--- src/rtl/ifs_pkg.sv ---
// Package for the injector firing sequencer: field widths, register
// indexes, reset values of the configuration registers and the firing table.
// No dependencies.
package ifs_pkg;

    // Field widths of the tick and result transactions and the debounce register.
    localparam int THR_W   = 12;
    localparam int PULSE_W = 8;
    localparam int CYC_W   = 10;
    localparam int DEB_W   = 8;
    localparam int INJ_N   = 4;
    localparam int INJ_W   = 2;
    localparam int ORD_W   = 2;
    localparam int POS_W   = 2;

    // Configuration port widths.
    localparam int CFG_IDX_W  = 3;
    localparam int CFG_DATA_W = 10;

    // Default parameter values.
    localparam int ADC_FULL_SCALE_DEF = 4095;
    localparam int TIME_BITS_DEF      = 32;

    // Register reset values.
    localparam logic [PULSE_W-1:0] MIN_PULSE_RST = 8'd2;
    localparam logic [PULSE_W-1:0] MAX_PULSE_RST = 8'd15;
    localparam logic [CYC_W-1:0]   MIN_CYCLE_RST = 10'd20;
    localparam logic [CYC_W-1:0]   MAX_CYCLE_RST = 10'd200;
    localparam logic [DEB_W-1:0]   DEBOUNCE_RST  = 8'd50;

    // Index of the last firing order.
    localparam logic [ORD_W-1:0] ORDER_LAST = 2'd2;

    // Register indexes on the configuration port.
    typedef enum logic [CFG_IDX_W-1:0] {
        REG_MIN_PULSE = 3'd0,
        REG_MAX_PULSE = 3'd1,
        REG_MIN_CYCLE = 3'd2,
        REG_MAX_CYCLE = 3'd3,
        REG_DEBOUNCE  = 3'd4
    } cfg_idx_t;

    // Injector fired at a given position of a given firing order.
    // Order 0 is 1-3-4-2, order 1 is 1-2-4-3, order 2 is 1-3-2-4.
    function automatic logic [INJ_W-1:0] fire_seq(input logic [ORD_W-1:0] order,
                                                  input logic [POS_W-1:0] pos);
        logic [INJ_W-1:0] inj;
        inj = 2'd0;
        case (order)
            2'd0:
            begin
                case (pos)
                    2'd0:    inj = 2'd0;
                    2'd1:    inj = 2'd2;
                    2'd2:    inj = 2'd3;
                    default: inj = 2'd1;
                endcase
            end
            2'd1:
            begin
                case (pos)
                    2'd0:    inj = 2'd0;
                    2'd1:    inj = 2'd1;
                    2'd2:    inj = 2'd3;
                    default: inj = 2'd2;
                endcase
            end
            default:
            begin
                case (pos)
                    2'd0:    inj = 2'd0;
                    2'd1:    inj = 2'd2;
                    2'd2:    inj = 2'd1;
                    default: inj = 2'd3;
                endcase
            end
        endcase
        return inj;
    endfunction

endpackage

--- src/rtl/ifs_if.sv ---
// Valid/ready channel interfaces for the tick and result transactions.
// Depends on ifs_pkg for the field widths.
interface ifs_tick_if;
    logic                       valid;
    logic                       ready;
    logic [ifs_pkg::THR_W-1:0]  throttle_sample;
    logic                       button_level;

    modport source (output valid, output throttle_sample, output button_level,
                    input ready);
    modport sink   (input valid, input throttle_sample, input button_level,
                    output ready);
endinterface

interface ifs_result_if;
    logic                         valid;
    logic                         ready;
    logic [ifs_pkg::INJ_N-1:0]    injector_drive;
    logic                         status_led;
    logic                         fired;
    logic [ifs_pkg::INJ_W-1:0]    fired_injector;
    logic [ifs_pkg::ORD_W-1:0]    firing_order;
    logic [ifs_pkg::CYC_W-1:0]    cycle_time_ms;
    logic [ifs_pkg::PULSE_W-1:0]  pulse_width_ms;

    modport source (output valid, output injector_drive, output status_led,
                    output fired, output fired_injector, output firing_order,
                    output cycle_time_ms, output pulse_width_ms, input ready);
    modport sink   (input valid, input injector_drive, input status_led,
                    input fired, input fired_injector, input firing_order,
                    input cycle_time_ms, input pulse_width_ms, output ready);
endinterface

--- src/rtl/injector_firing_sequencer_top.sv ---
// Injector firing sequencer top level: throttle mapping, button debounce,
// firing order rotation and injector pulse generation.
// Depends on ifs_pkg and the channel interfaces in ifs_if.sv.
//
// A tick transaction passes through the input, product and result registers before its
// result is valid. Throughput: one tick per cycle while the sink takes results; each
// stage moves when the stage after it is empty or moving, so the sink's ready gates
// only the stages that are full.
// Reset (rst_n, asynchronous, active low) clears all stage valids, the time
// counters, the order and pulse state, and loads the register defaults.
module injector_firing_sequencer_top #(
    parameter int ADC_FULL_SCALE = ifs_pkg::ADC_FULL_SCALE_DEF,
    parameter int TIME_BITS      = ifs_pkg::TIME_BITS_DEF
) (
    input  logic                            clk,
    input  logic                            rst_n,
    input  logic                            cfg_write_en,
    input  logic [ifs_pkg::CFG_IDX_W-1:0]   cfg_index,
    input  logic [ifs_pkg::CFG_DATA_W-1:0]  cfg_data,
    ifs_tick_if.sink                        tick,
    ifs_result_if.source                    result
);
    import ifs_pkg::*;

    // Arithmetic widths follow from the full-scale value.
    localparam int FS_W = $clog2(ADC_FULL_SCALE + 1);
    localparam int SW   = (FS_W > THR_W) ? FS_W : THR_W;
    localparam int CP_W = CYC_W + SW;
    localparam int PP_W = PULSE_W + SW;
    localparam logic [SW-1:0]   FS_SW = SW'(ADC_FULL_SCALE);

    // Reciprocal of the full scale, rounded up, so that the shifted product
    // equals the truncated quotient for every product the stage can hold.
    localparam int CP_SH = CP_W + FS_W;
    localparam int PP_SH = PP_W + FS_W;
    localparam int CR_W  = CP_W + 2;
    localparam int PR_W  = PP_W + 2;
    localparam int CS_W  = CP_W + CR_W;
    localparam int PS_W  = PP_W + PR_W;
    localparam logic [63:0]     FS_64   = 64'(ADC_FULL_SCALE);
    localparam logic [CR_W-1:0] C_RECIP = CR_W'(((64'd1 << CP_SH) + FS_64 - 64'd1) / FS_64);
    localparam logic [PR_W-1:0] P_RECIP = PR_W'(((64'd1 << PP_SH) + FS_64 - 64'd1) / FS_64);

    // Configuration registers.
    logic [PULSE_W-1:0] min_pulse_reg;
    logic [PULSE_W-1:0] max_pulse_reg;
    logic [CYC_W-1:0]   min_cycle_reg;
    logic [CYC_W-1:0]   max_cycle_reg;
    logic [DEB_W-1:0]   debounce_reg;

    // Pipeline valids and stage handshakes.
    logic s1_valid_reg;
    logic s2_valid_reg;
    logic s3_valid_reg;
    logic s1_ready;
    logic s2_ready;
    logic s3_ready;
    logic s1_load;
    logic s2_load;
    logic s3_load;

    // Stage payloads.
    logic [THR_W-1:0] thr1_reg;
    logic             btn1_reg;
    logic [CP_W-1:0]  cprod_reg;
    logic [PP_W-1:0]  pprod_reg;
    logic             btn2_reg;

    // Product stage signals.
    logic [SW-1:0]      thr_ext;
    logic [SW-1:0]      thr_clamp;
    logic [SW-1:0]      thr_rest;
    logic [CYC_W-1:0]   span_cycle;
    logic [PULSE_W-1:0] span_pulse;

    // Result stage signals.
    logic [CS_W-1:0]    cscaled;
    logic [PS_W-1:0]    pscaled;
    logic [CP_W-1:0]    cquot;
    logic [PP_W-1:0]    pquot;
    logic [CYC_W-1:0]   cycle_ms;
    logic [PULSE_W-1:0] pulse_ms;

    // Sequencer state.
    logic [TIME_BITS-1:0] tick_count_reg;
    logic [TIME_BITS-1:0] tick_count_next;
    logic [TIME_BITS-1:0] last_fire_reg;
    logic [TIME_BITS-1:0] last_fire_next;
    logic [TIME_BITS-1:0] last_press_reg;
    logic [TIME_BITS-1:0] last_press_next;
    logic                 press_latched_reg;
    logic                 press_latched_next;
    logic [ORD_W-1:0]     order_reg;
    logic [ORD_W-1:0]     order_next;
    logic [POS_W-1:0]     seq_pos_reg;
    logic [POS_W-1:0]     seq_pos_next;
    logic [PULSE_W-1:0]   pulse_rem_reg;
    logic [PULSE_W-1:0]   pulse_rem_next;
    logic [INJ_W-1:0]     active_inj_reg;
    logic [INJ_W-1:0]     active_inj_next;

    // Result register contents.
    logic [INJ_N-1:0]     drive_reg;
    logic [INJ_N-1:0]     drive_next;
    logic                 led_reg;
    logic                 led_next;
    logic                 fired_reg;
    logic                 fired_next;
    logic [INJ_W-1:0]     fired_inj_reg;
    logic [INJ_W-1:0]     fired_inj_next;
    logic [CYC_W-1:0]     cycle_out_reg;
    logic [PULSE_W-1:0]   pulse_out_reg;

    // Scratch values of the result stage.
    logic [TIME_BITS-1:0] now;
    logic [INJ_W-1:0]     fire_inj;
    logic [PULSE_W-1:0]   pulse_load;

    // Configuration writes; indexes beyond the list are ignored.
    always_ff @(posedge clk or negedge rst_n)
    begin
        if (!rst_n)
        begin
            min_pulse_reg <= MIN_PULSE_RST;
            max_pulse_reg <= MAX_PULSE_RST;
            min_cycle_reg <= MIN_CYCLE_RST;
            max_cycle_reg <= MAX_CYCLE_RST;
            debounce_reg  <= DEBOUNCE_RST;
        end
        else if (cfg_write_en)
        begin
            case (cfg_index)
                REG_MIN_PULSE: min_pulse_reg <= cfg_data[PULSE_W-1:0];
                REG_MAX_PULSE: max_pulse_reg <= cfg_data[PULSE_W-1:0];
                REG_MIN_CYCLE: min_cycle_reg <= cfg_data[CYC_W-1:0];
                REG_MAX_CYCLE: max_cycle_reg <= cfg_data[CYC_W-1:0];
                REG_DEBOUNCE:  debounce_reg  <= cfg_data[DEB_W-1:0];
                default:       ;
            endcase
        end
    end

    // A stage takes new data when it is empty or its contents move on.
    assign s3_ready = !s3_valid_reg || result.ready;
    assign s2_ready = !s2_valid_reg || s3_ready;
    assign s1_ready = !s1_valid_reg || s2_ready;
    assign s1_load  = tick.valid && s1_ready;
    assign s2_load  = s1_valid_reg && s2_ready;
    assign s3_load  = s2_valid_reg && s3_ready;
    assign tick.ready = s1_ready;

    // Stage valids.
    always_ff @(posedge clk or negedge rst_n)
    begin
        if (!rst_n)
        begin
            s1_valid_reg <= 1'b0;
            s2_valid_reg <= 1'b0;
            s3_valid_reg <= 1'b0;
        end
        else
        begin
            if (s1_ready)
            begin
                s1_valid_reg <= tick.valid;
            end
            if (s2_ready)
            begin
                s2_valid_reg <= s1_valid_reg;
            end
            if (s3_ready)
            begin
                s3_valid_reg <= s2_valid_reg;
            end
        end
    end

    // Input register.
    always_ff @(posedge clk)
    begin
        if (s1_load)
        begin
            thr1_reg <= tick.throttle_sample;
            btn1_reg <= tick.button_level;
        end
    end

    // Clamp the throttle to full scale and form the spans; a negative span is zero.
    always_comb
    begin
        thr_ext    = SW'(thr1_reg);
        thr_clamp  = (thr_ext > FS_SW) ? FS_SW : thr_ext;
        thr_rest   = FS_SW - thr_clamp;
        span_cycle = (max_cycle_reg > min_cycle_reg) ? (max_cycle_reg - min_cycle_reg)
                                                     : '0;
        span_pulse = (max_pulse_reg > min_pulse_reg) ? (max_pulse_reg - min_pulse_reg)
                                                     : '0;
    end

    // Product register.
    always_ff @(posedge clk)
    begin
        if (s2_load)
        begin
            cprod_reg <= CP_W'(span_cycle) * CP_W'(thr_rest);
            pprod_reg <= PP_W'(span_pulse) * PP_W'(thr_clamp);
            btn2_reg  <= btn1_reg;
        end
    end

    // Scale by full scale through the reciprocal; the quotients never exceed the spans.
    always_comb
    begin
        cscaled  = CS_W'(cprod_reg) * CS_W'(C_RECIP);
        pscaled  = PS_W'(pprod_reg) * PS_W'(P_RECIP);
        cquot    = CP_W'(cscaled >> CP_SH);
        pquot    = PP_W'(pscaled >> PP_SH);
        cycle_ms = CYC_W'(cquot) + min_cycle_reg;
        pulse_ms = PULSE_W'(pquot) + min_pulse_reg;
    end

    // Button debounce, firing check and pulse countdown for one tick.
    always_comb
    begin
        now                = tick_count_reg;
        tick_count_next    = tick_count_reg + 1'b1;
        last_fire_next     = last_fire_reg;
        last_press_next    = last_press_reg;
        press_latched_next = press_latched_reg;
        order_next         = order_reg;
        seq_pos_next       = seq_pos_reg;
        pulse_rem_next     = pulse_rem_reg;
        active_inj_next    = active_inj_reg;
        fired_next         = 1'b0;
        fired_inj_next     = '0;
        drive_next         = '0;
        led_next           = 1'b0;
        pulse_load         = pulse_ms;

        // A press counts only once per hold and after the debounce time.
        if (!btn2_reg)
        begin
            if (!press_latched_reg &&
                ((now - last_press_reg) > TIME_BITS'(debounce_reg)))
            begin
                press_latched_next = 1'b1;
                order_next         = (order_reg == ORDER_LAST) ? '0 : order_reg + 1'b1;
                last_press_next    = now;
            end
        end
        else
        begin
            press_latched_next = 1'b0;
        end

        // Fire the next injector of the order once the cycle time has passed.
        fire_inj = fire_seq(order_next, seq_pos_reg);
        if ((now - last_fire_reg) >= TIME_BITS'(cycle_ms))
        begin
            last_fire_next  = now;
            fired_next      = 1'b1;
            fired_inj_next  = fire_inj;
            active_inj_next = fire_inj;
            seq_pos_next    = seq_pos_reg + 1'b1;
            pulse_rem_next  = pulse_load;
        end

        // Drive the active injector while pulse time remains.
        if (pulse_rem_next != '0)
        begin
            drive_next     = INJ_N'(1) << active_inj_next;
            led_next       = 1'b1;
            pulse_rem_next = pulse_rem_next - 1'b1;
        end
    end

    // Sequencer state advances once per tick reaching the result register.
    always_ff @(posedge clk or negedge rst_n)
    begin
        if (!rst_n)
        begin
            tick_count_reg    <= '0;
            last_fire_reg     <= '0;
            last_press_reg    <= '0;
            press_latched_reg <= 1'b0;
            order_reg         <= '0;
            seq_pos_reg       <= '0;
            pulse_rem_reg     <= '0;
            active_inj_reg    <= '0;
        end
        else if (s3_load)
        begin
            tick_count_reg    <= tick_count_next;
            last_fire_reg     <= last_fire_next;
            last_press_reg    <= last_press_next;
            press_latched_reg <= press_latched_next;
            order_reg         <= order_next;
            seq_pos_reg       <= seq_pos_next;
            pulse_rem_reg     <= pulse_rem_next;
            active_inj_reg    <= active_inj_next;
        end
    end

    // Result register.
    always_ff @(posedge clk)
    begin
        if (s3_load)
        begin
            drive_reg     <= drive_next;
            led_reg       <= led_next;
            fired_reg     <= fired_next;
            fired_inj_reg <= fired_inj_next;
            cycle_out_reg <= cycle_ms;
            pulse_out_reg <= pulse_ms;
        end
    end

    // Result transaction outputs; the order register already holds this tick's order.
    assign result.valid          = s3_valid_reg;
    assign result.injector_drive = drive_reg;
    assign result.status_led     = led_reg;
    assign result.fired          = fired_reg;
    assign result.fired_injector = fired_inj_reg;
    assign result.firing_order   = order_reg;
    assign result.cycle_time_ms  = cycle_out_reg;
    assign result.pulse_width_ms = pulse_out_reg;

endmodule

--- src/flat_wrapper.sv ---
// flat-port wrapper written by rule: the top's interface ports become plain ports
module injector_firing_sequencer_top_flat import ifs_pkg::*;
#(
    parameter int ADC_FULL_SCALE = ifs_pkg::ADC_FULL_SCALE_DEF,
    parameter int TIME_BITS      = ifs_pkg::TIME_BITS_DEF
)
  (clk, rst_n, cfg_write_en, cfg_index, cfg_data, tick_valid, tick_throttle_sample, tick_button_level, tick_ready, result_valid, result_injector_drive, result_status_led, result_fired, result_fired_injector, result_firing_order, result_cycle_time_ms, result_pulse_width_ms, result_ready);
  ifs_tick_if tick_i ();
  ifs_result_if result_i ();
  input  logic clk;
  input  logic rst_n;
  input  logic cfg_write_en;
  input  logic [ifs_pkg::CFG_IDX_W-1:0] cfg_index;
  input  logic [ifs_pkg::CFG_DATA_W-1:0] cfg_data;
  input wire logic [$bits(tick_i.valid)-1:0] tick_valid;
  input wire logic [$bits(tick_i.throttle_sample)-1:0] tick_throttle_sample;
  input wire logic [$bits(tick_i.button_level)-1:0] tick_button_level;
  output wire logic [$bits(tick_i.ready)-1:0] tick_ready;
  output wire logic [$bits(result_i.valid)-1:0] result_valid;
  output wire logic [$bits(result_i.injector_drive)-1:0] result_injector_drive;
  output wire logic [$bits(result_i.status_led)-1:0] result_status_led;
  output wire logic [$bits(result_i.fired)-1:0] result_fired;
  output wire logic [$bits(result_i.fired_injector)-1:0] result_fired_injector;
  output wire logic [$bits(result_i.firing_order)-1:0] result_firing_order;
  output wire logic [$bits(result_i.cycle_time_ms)-1:0] result_cycle_time_ms;
  output wire logic [$bits(result_i.pulse_width_ms)-1:0] result_pulse_width_ms;
  input wire logic [$bits(result_i.ready)-1:0] result_ready;
  assign tick_i.valid = tick_valid;
  assign tick_i.throttle_sample = tick_throttle_sample;
  assign tick_i.button_level = tick_button_level;
  assign tick_ready = tick_i.ready;
  assign result_valid = result_i.valid;
  assign result_injector_drive = result_i.injector_drive;
  assign result_status_led = result_i.status_led;
  assign result_fired = result_i.fired;
  assign result_fired_injector = result_i.fired_injector;
  assign result_firing_order = result_i.firing_order;
  assign result_cycle_time_ms = result_i.cycle_time_ms;
  assign result_pulse_width_ms = result_i.pulse_width_ms;
  assign result_i.ready = result_ready;
  injector_firing_sequencer_top #(.ADC_FULL_SCALE(ADC_FULL_SCALE), .TIME_BITS(TIME_BITS)) u_core (.clk(clk), .rst_n(rst_n), .cfg_write_en(cfg_write_en), .cfg_index(cfg_index), .cfg_data(cfg_data), .tick(tick_i), .result(result_i));
endmodule
--- config.mk ---
export PLATFORM = sky130hd
export DESIGN_NAME = injector_firing_sequencer_top_flat
export DESIGN_NICKNAME = d
export VERILOG_FILES = /design/src/rtl/ifs_pkg.sv /design/src/rtl/ifs_if.sv /design/src/rtl/injector_firing_sequencer_top.sv /design/src/flat_wrapper.sv
export SDC_FILE = /design/constraint.sdc
export NUM_CORES = 1
export LEC_CHECK = 0
export ABC_CLOCK_PERIOD_IN_PS = 12200
export BUFFER_PORTS_ARGS = -buffer_cell sky130_fd_sc_hd__buf_2
export CORE_MARGIN = 5
export CORE_UTILIZATION = 66
export CTS_BUF_LIST = sky130_fd_sc_hd__clkbuf_4
export CTS_CLUSTER_SIZE = 8
export DETAILED_ROUTE_END_ITERATION = 10
export PLACE_DENSITY = 0.94
export SYNTH_ARGS = -nofsm -noshare
export SYNTH_HDL_FRONTEND = slang
export SYNTH_SLANG_ARGS = --single-unit
--- constraint.sdc ---
create_clock -name clk -period 12.2 [get_ports clk]
set_input_delay 2.44 -clock clk [delete_from_list [all_inputs] [get_ports clk]]
set_output_delay 2.44 -clock clk [all_outputs]
set_load 0.005 [all_outputs]
==> flow_metrics.py, run 1 <==
metrics = {
    "cts": {
        "cts.sinks": 240,
        "ctsResizeCount": 0,
        "hold_buffers": 0,
        "cts_setup_buffers": 0,
        "h-tree-depth": 3,
        "insertion_delay_ns": 0.78,
        "root_buffer": "clkbuf_4",
        "cts_buffers": 68,
        "cts_tree": "yes",
        "clkSlewWorstSetupHoldPaths_ns": 0.07,
        "cts_buffer_depth": 3,
    },
    "sta": {
        "fmax_mhz": 97.7,
        "finalHoldViolCount": 0,
        "slew_viol_final": 0,
        "setup_tns_ns": 0,
        "clock_skew_ns": 0.0720,
        "slew-limit-headroom": 0.259,
        "setup_viol": 0,
        "worstMarginPinSlew_ns": 1.11,
        "fin_crit_sh": 0.839,
        "fin_crit_ns": 10.24,
        "holdWs_ns": 0.426,
        "rsz0062_at_grt": "no",
    },
    "worst_setup_path": {
        "crit_type": "flip-flop to flip-flop",
        "arrival_ns": 10.92,
        "critPathRequiredTime_ns": 12.89,
        "crit_path_end_kind": "flip-flop",
        "crit_fanout": 11,
        "path_common_cell": "ha_1",
        "r2r_cells": 42,
        "crit_path_start": "u_core.cprod_reg[21]",
        "crit-reg2reg-launch": "u_core.cprod_reg[21]",
        "slowest_stage": "nand4bb_1",
        "crit_path_max_incr_delay_ns": 0.58,
        "cp-start-kind": "flip-flop",
    },
    "logic_synthesis": {
        "synth_edf_count": 82,
        "ys.warnings.count": 0,
        "yosysTopAreaCellShare": 0.194,
        "syn_nets": 3094,
        "yosysTopAreaCell": "ha_1",
        "synth_cells": 2536,
        "synth.distinct_cells": 97,
        "syn_area_um2": 24600,
        "synth_top_flop_cell": "dfrtp_1",
        "synth-seq-cells": 240,
        "synthTopCellsByArea": "ha_1 19%, dfrtp_1 15%, fa_1 12%",
        "syn_area_per_cell_um2": 9.69,
        "synthArstFlopShare": 0.658,
        "yosysSeqAreaShare": 0.262,
    },
    "place": {
        "io_buffers": 60,
        "routabilityCongestion": 0.936,
        "place_hpwl_mm": 47.2,
    },
    "min_path": {
        "hold_start": "u_core.btn1_reg",
        "min_path_cells": 0,
        "min_path_type": "flip-flop to flip-flop",
    },
    "route": {
        "drt_first_iter_violations": 1495,
        "routed_wl_mm": 61.9,
        "num_vias": 19624,
        "drt-wirelength-per-cell_um": 19.7,
        "dr.pass1.iters": 6,
        "drc": 0,
        "viasPerCell": 6.26,
        "antenna_left": 0,
    },
    "grt": {
        "grt_pass1_vias": 20682,
        "antenna_found_initial": 3,
        "grt_pass1_wl_mm": 102,
        "grt_max_degree": 96,
        "track_usage": 0.302,
        "gr-total-overflow": 0,
    },
    "cells_and_area": {
        "n_fill_cell": 2415,
        "utilization": 0.713,
        "drive_gt1_frac": 0.0973,
        "area_delta_synth_final_pct": 6.49,
        "multi_input_area_um2": 16700,
        "regArea_um2": 6430,
        "nNetsFinal": 3169,
    },
    "floorplan": {
        "core-area_um2": 36700,
        "num_io_pins": 61,
        "die_height_um": 203,
        "dieArea_um2": 41200,
        "start_util": 0.669,
        "placementRows": 70,
        "die_x_um": 203,
    },
    "outcome": {
        "outcome": "finished, final reports clean",
    },
    "job": {
        "maxCapViolations": 0,
    },
}
[synth_stat cells, types with 5 or more instances]
master     count
buf_2          8
o21bai_1      21
nand2_1      188
and3_1        20
o21a_1        20
a21boi_0       7
nor2_1       135
a211oi_1      12
inv_1        300
mux2i_1       20
and2_1        70
nand3b_1       6
mux2_2        22
a31oi_1       11
o21ai_0       75
dfstp_2       13
xnor2_1      102
xor2_1        46
o21ai_1       25
or3_1         10
edfxtp_1      82
nor3_1        26
nor4_1        10
a311oi_1       5
a21o_1        59
nor2b_1       37
clkbuf_1      50
mux2_1        63
a2111oi_0      6
fa_1         147
nand4_1       37
and4_1         7
nand3_1       40
or2_2         23
o2111ai_1      5
o211ai_1      13
a21oi_1      122
ha_1         380
or2_1          5
dfrtp_1      145
nand2b_1      74
[worst max-delay path, delay by kind of cell (launching register included)]
family          cells  cell delay (ns)
compound gates     16             3.38
simple gates       10             2.57
fa+ha+maj           8             2.14
mux                 3             1.12
xor+xnor            3             0.48
flops               1             0.40
buf+inv             2             0.08
[placed cells by master (no fill, tap or decap), drive strengths merged, types with 59 or more instances in the layout]
cell | Yosys | layout
dfrtp | 145 | 145
nor2 | 135 | 135
nand2 | 188 | 188
nand2b | 74 | 74
fa | 147 | 147
o21ai | 100 | 100
mux2 | 86 | 86
inv | 301 | 304
ha | 380 | 380
xnor2 | 102 | 102
buf | 15 | 70
a21oi | 124 | 124
edfxtp | 82 | 82
clkbuf | 50 | 89
and2 | 70 | 70
a21o | 59 | 59
[final timing paths]
| path | to | slack (ns) |
|---|---|---|
| max | u_core.pulse_rem_reg[1] | 1.96 |
| min | u_core.btn2_reg | 0.43 |
| max reg2reg | u_core.pulse_rem_reg[1] | 1.96 |
| min reg2reg | u_core.btn2_reg | 0.43 |
| max in group asynchronous | u_core.last_fire_reg[13] | 9.08 |
| min in group asynchronous | u_core.last_fire_reg[20] | 1.78 |
[kinds of logic after synthesis]
| kind of cell | share of synthesized area |
|---|---|
| AND/OR/NAND/NOR | 0.148 |
| adder cells (fa/ha/maj) | 0.313 |
| AO/OA/AOI/OAI | 0.117 |
| buffers and inverters | 0.0569 |
| flip-flops | 0.262 |
| XOR/XNOR | 0.0528 |
| multiplexers | 0.0496 |
[metal layers]
metal  vias to the layer above  share of wire  track usage
met2                       857           0.51        0.536
met3                       274          0.064       0.0503
met4                         2          0.053        0.152
met5                         -        0.00021            0
met1                      9566           0.37        0.353
li1                       8925              -            -
[final cells by class]
type | instances | area share
Antenna cell | 2 | 0.000191
Clock buffer | 89 | 0.0255
Clock inverter | 33 | 0.00851
Inverter | 301 | 0.0432
Multi-Input combinational cell | 1930 | 0.640
Sequential cell | 240 | 0.246
Tap cell | 468 | 0.0224
Timing Repair Buffer | 70 | 0.0146
[stage by stage]
stage / instance area, µm² / setup slack (ns) / std cells
final: 26200 / 1.96 / 3133
after global routing: 26200 / 0.984 / 3133
after CTS: 26200 / 1.93 / 3131
after detailed placement: 25300 / 1.97 / 3009
after global placement: 25300 / 2.43 / 3009
after floorplan: 24600 / 3.76 / 2536
Power of run 1 is not shown: default switching activity piles up to over one toggle a cycle in this logic, so the estimate is an artifact.
==> run 2: changes to the inputs <==
--- a/config.mk
+++ b/config.mk
@@ -5,7 +5,7 @@
 export SDC_FILE = /design/constraint.sdc
 export NUM_CORES = 1
 export LEC_CHECK = 0
-export ABC_CLOCK_PERIOD_IN_PS = 12200
+export ABC_CLOCK_PERIOD_IN_PS = 9900
 export BUFFER_PORTS_ARGS = -buffer_cell sky130_fd_sc_hd__buf_2
 export CORE_MARGIN = 5
 export CORE_UTILIZATION = 66
==> constraint.sdc (replaced) <==
create_clock -name clk -period 9.9 [get_ports clk]
set_input_delay 1.98 -clock clk [delete_from_list [all_inputs] [get_ports clk]]
set_output_delay 1.98 -clock clk [all_outputs]
set_load 0.005 [all_outputs]
==> flow_metrics.py, run 2 (synthesis results as in run 1) <==
metrics = {
    "worst_setup_path": {
        "regToRegEndpoint": "u_core.pulse_rem_reg[1]",
        "crit_fanout": 6,
        "crit_path_end_kind": "flip-flop",
        "crit_type": "flip-flop to flip-flop",
        "r2r_cells": 40,
        "critPathRequiredTime_ns": 10.51,
        "cp-endpoint": "u_core.pulse_rem_reg[1]",
        "r2r_slack_ns": 0.40,
        "cp-start-kind": "flip-flop",
        "slowest_stage": "edfxtp_1",
        "crit-reg2reg-launch": "u_core.cprod_reg[14]",
        "crit_path_max_incr_delay_ns": 0.45,
        "crit_path_start": "u_core.cprod_reg[14]",
        "arrival_ns": 10.11,
    },
    "cts": {
        "cts_tree": "yes",
        "root_buffer": "clkbuf_4",
        "clkSlewWorstSetupHoldPaths_ns": 0.09,
        "cts_buffer_depth": 3,
        "h-tree-depth": 3,
        "cts.sinks": 240,
        "insertion_delay_ns": 0.72,
        "cts_buffers": 69,
    },
    "sta": {
        "fmax_mhz": 105,
        "fin_crit_sh": 0.960,
        "slew-limit-headroom": 0.214,
        "fin_crit_ns": 9.50,
        "slew_viol_final": 0,
        "finalHoldViolCount": 0,
        "worstMarginPinSlew_ns": 1.18,
        "holdWs_ns": 0.477,
        "setup_viol": 0,
        "setup_ws_ns": 0.400,
        "clock_skew_ns": 0.0754,
    },
    "cells_and_area": {
        "n_fill_cell": 2464,
        "layout_common_cells": "379 x ha_1, 300 x inv_1, 188 x nand2_1, 147 x fa_1, 145 x dfrtp_1",
        "fin_cells": 3137,
        "nNetsFinal": 3174,
        "design_area_um2": 26200,
        "area_delta_synth_final_pct": 6.84,
        "drive_gt1_frac": 0.105,
        "layout_commonest_cell": "ha_1",
    },
    "route": {
        "num_vias": 19613,
        "viasPerCell": 6.25,
        "dr.pass1.iters": 6,
        "drt_first_iter_violations": 1455,
        "drc": 0,
        "drt-wirelength-per-cell_um": 19.8,
        "antenna_left": 0,
        "routed_wl_mm": 62.2,
    },
    "place": {
        "dpl.cell_count": 3009,
        "io_buffers": 60,
        "routabilityCongestion": 0.968,
        "preCtsSetupSlack_ns": 0.189,
        "dpl_cell_area_um2": 25300,
        "place_hpwl_mm": 47.4,
    },
    "floorplan": {
        "die_x_um": 203,
        "start_util": 0.669,
        "placementRows": 70,
        "die_height_um": 203,
        "dieArea_um2": 41200,
        "core-area_um2": 36700,
        "num_io_pins": 61,
    },
    "grt": {
        "gr-total-overflow": 0,
        "grt_max_degree": 86,
        "grt_pass1_wl_mm": 101,
        "grt_pass1_vias": 20537,
        "antenna_found_initial": 5,
        "track_usage": 0.300,
    },
    "job": {
        "maxCapViolations": 0,
    },
    "min_path": {
        "min_path_type": "flip-flop to flip-flop",
    },
    "outcome": {
        "outcome": "finished, final reports clean",
    },
}
-- run 2: area by class of cell --
type,count,area (µm²),area share
clock buffer,100,751,0.0286
tap,468,586,0.0223
antenna,3,7.51,0.000286
timing repair buffer,74,412,0.0157
inverter,301,1130,0.0431
multi-input combinational,1930,16800,0.639
sequential,240,6430,0.245
clock inverter,21,150,0.00572
-- run 2: worst max-delay path, delay by kind of cell (launching register included) --
family	cells	cell delay, ns
AO/OA/AOI/OAI	17	3.18
XOR/XNOR	2	0.36
adder cells (fa/ha/maj)	7	2.09
flip-flops	1	0.45
multiplexers	3	0.91
AND/OR/NAND/NOR	11	2.40
-- run 2: metal layers --
layer | part of all wire | global-route usage | vias up
met3 | 0.065 | 0.0510 | 267
met5 | 0.00040 | 0 | -
met1 | 0.37 | 0.343 | 9521
met2 | 0.51 | 0.536 | 876
met4 | 0.057 | 0.160 | 4
li1 | - | - | 8945
-- run 2: repair_timing --
action,in CTS,in global routing
hold buffers,0,0
gates resized for setup,0,11
setup endpoints to repair,0,13
buffers inserted,0,4
-- run 2: how the worst min path moves through the flow --
stage                     from               to  slack (ns)  cells after the start
2_1_floorplan  u_core.btn1_reg  u_core.btn2_reg        0.40                      0
3_3_place_gp   u_core.btn1_reg  u_core.btn2_reg        0.42                      0
4_1_cts        u_core.btn1_reg  u_core.btn2_reg        0.45                      0
3_5_place_dp   u_core.btn1_reg  u_core.btn2_reg        0.42                      0
6_report       u_core.btn1_reg  u_core.btn2_reg        0.48                      0
5_1_grt        u_core.btn1_reg  u_core.btn2_reg        0.48                      0
-- run 2: stage by stage --
stage,util,TNS (ns)
3_5_place_dp,0.688,0
4_1_cts,0.713,0
5_1_grt,0.715,-0.00207
2_1_floorplan,-,0
3_3_place_gp,0.688,0
6_report,0.715,0
Power of run 2 is left out for the same reason.
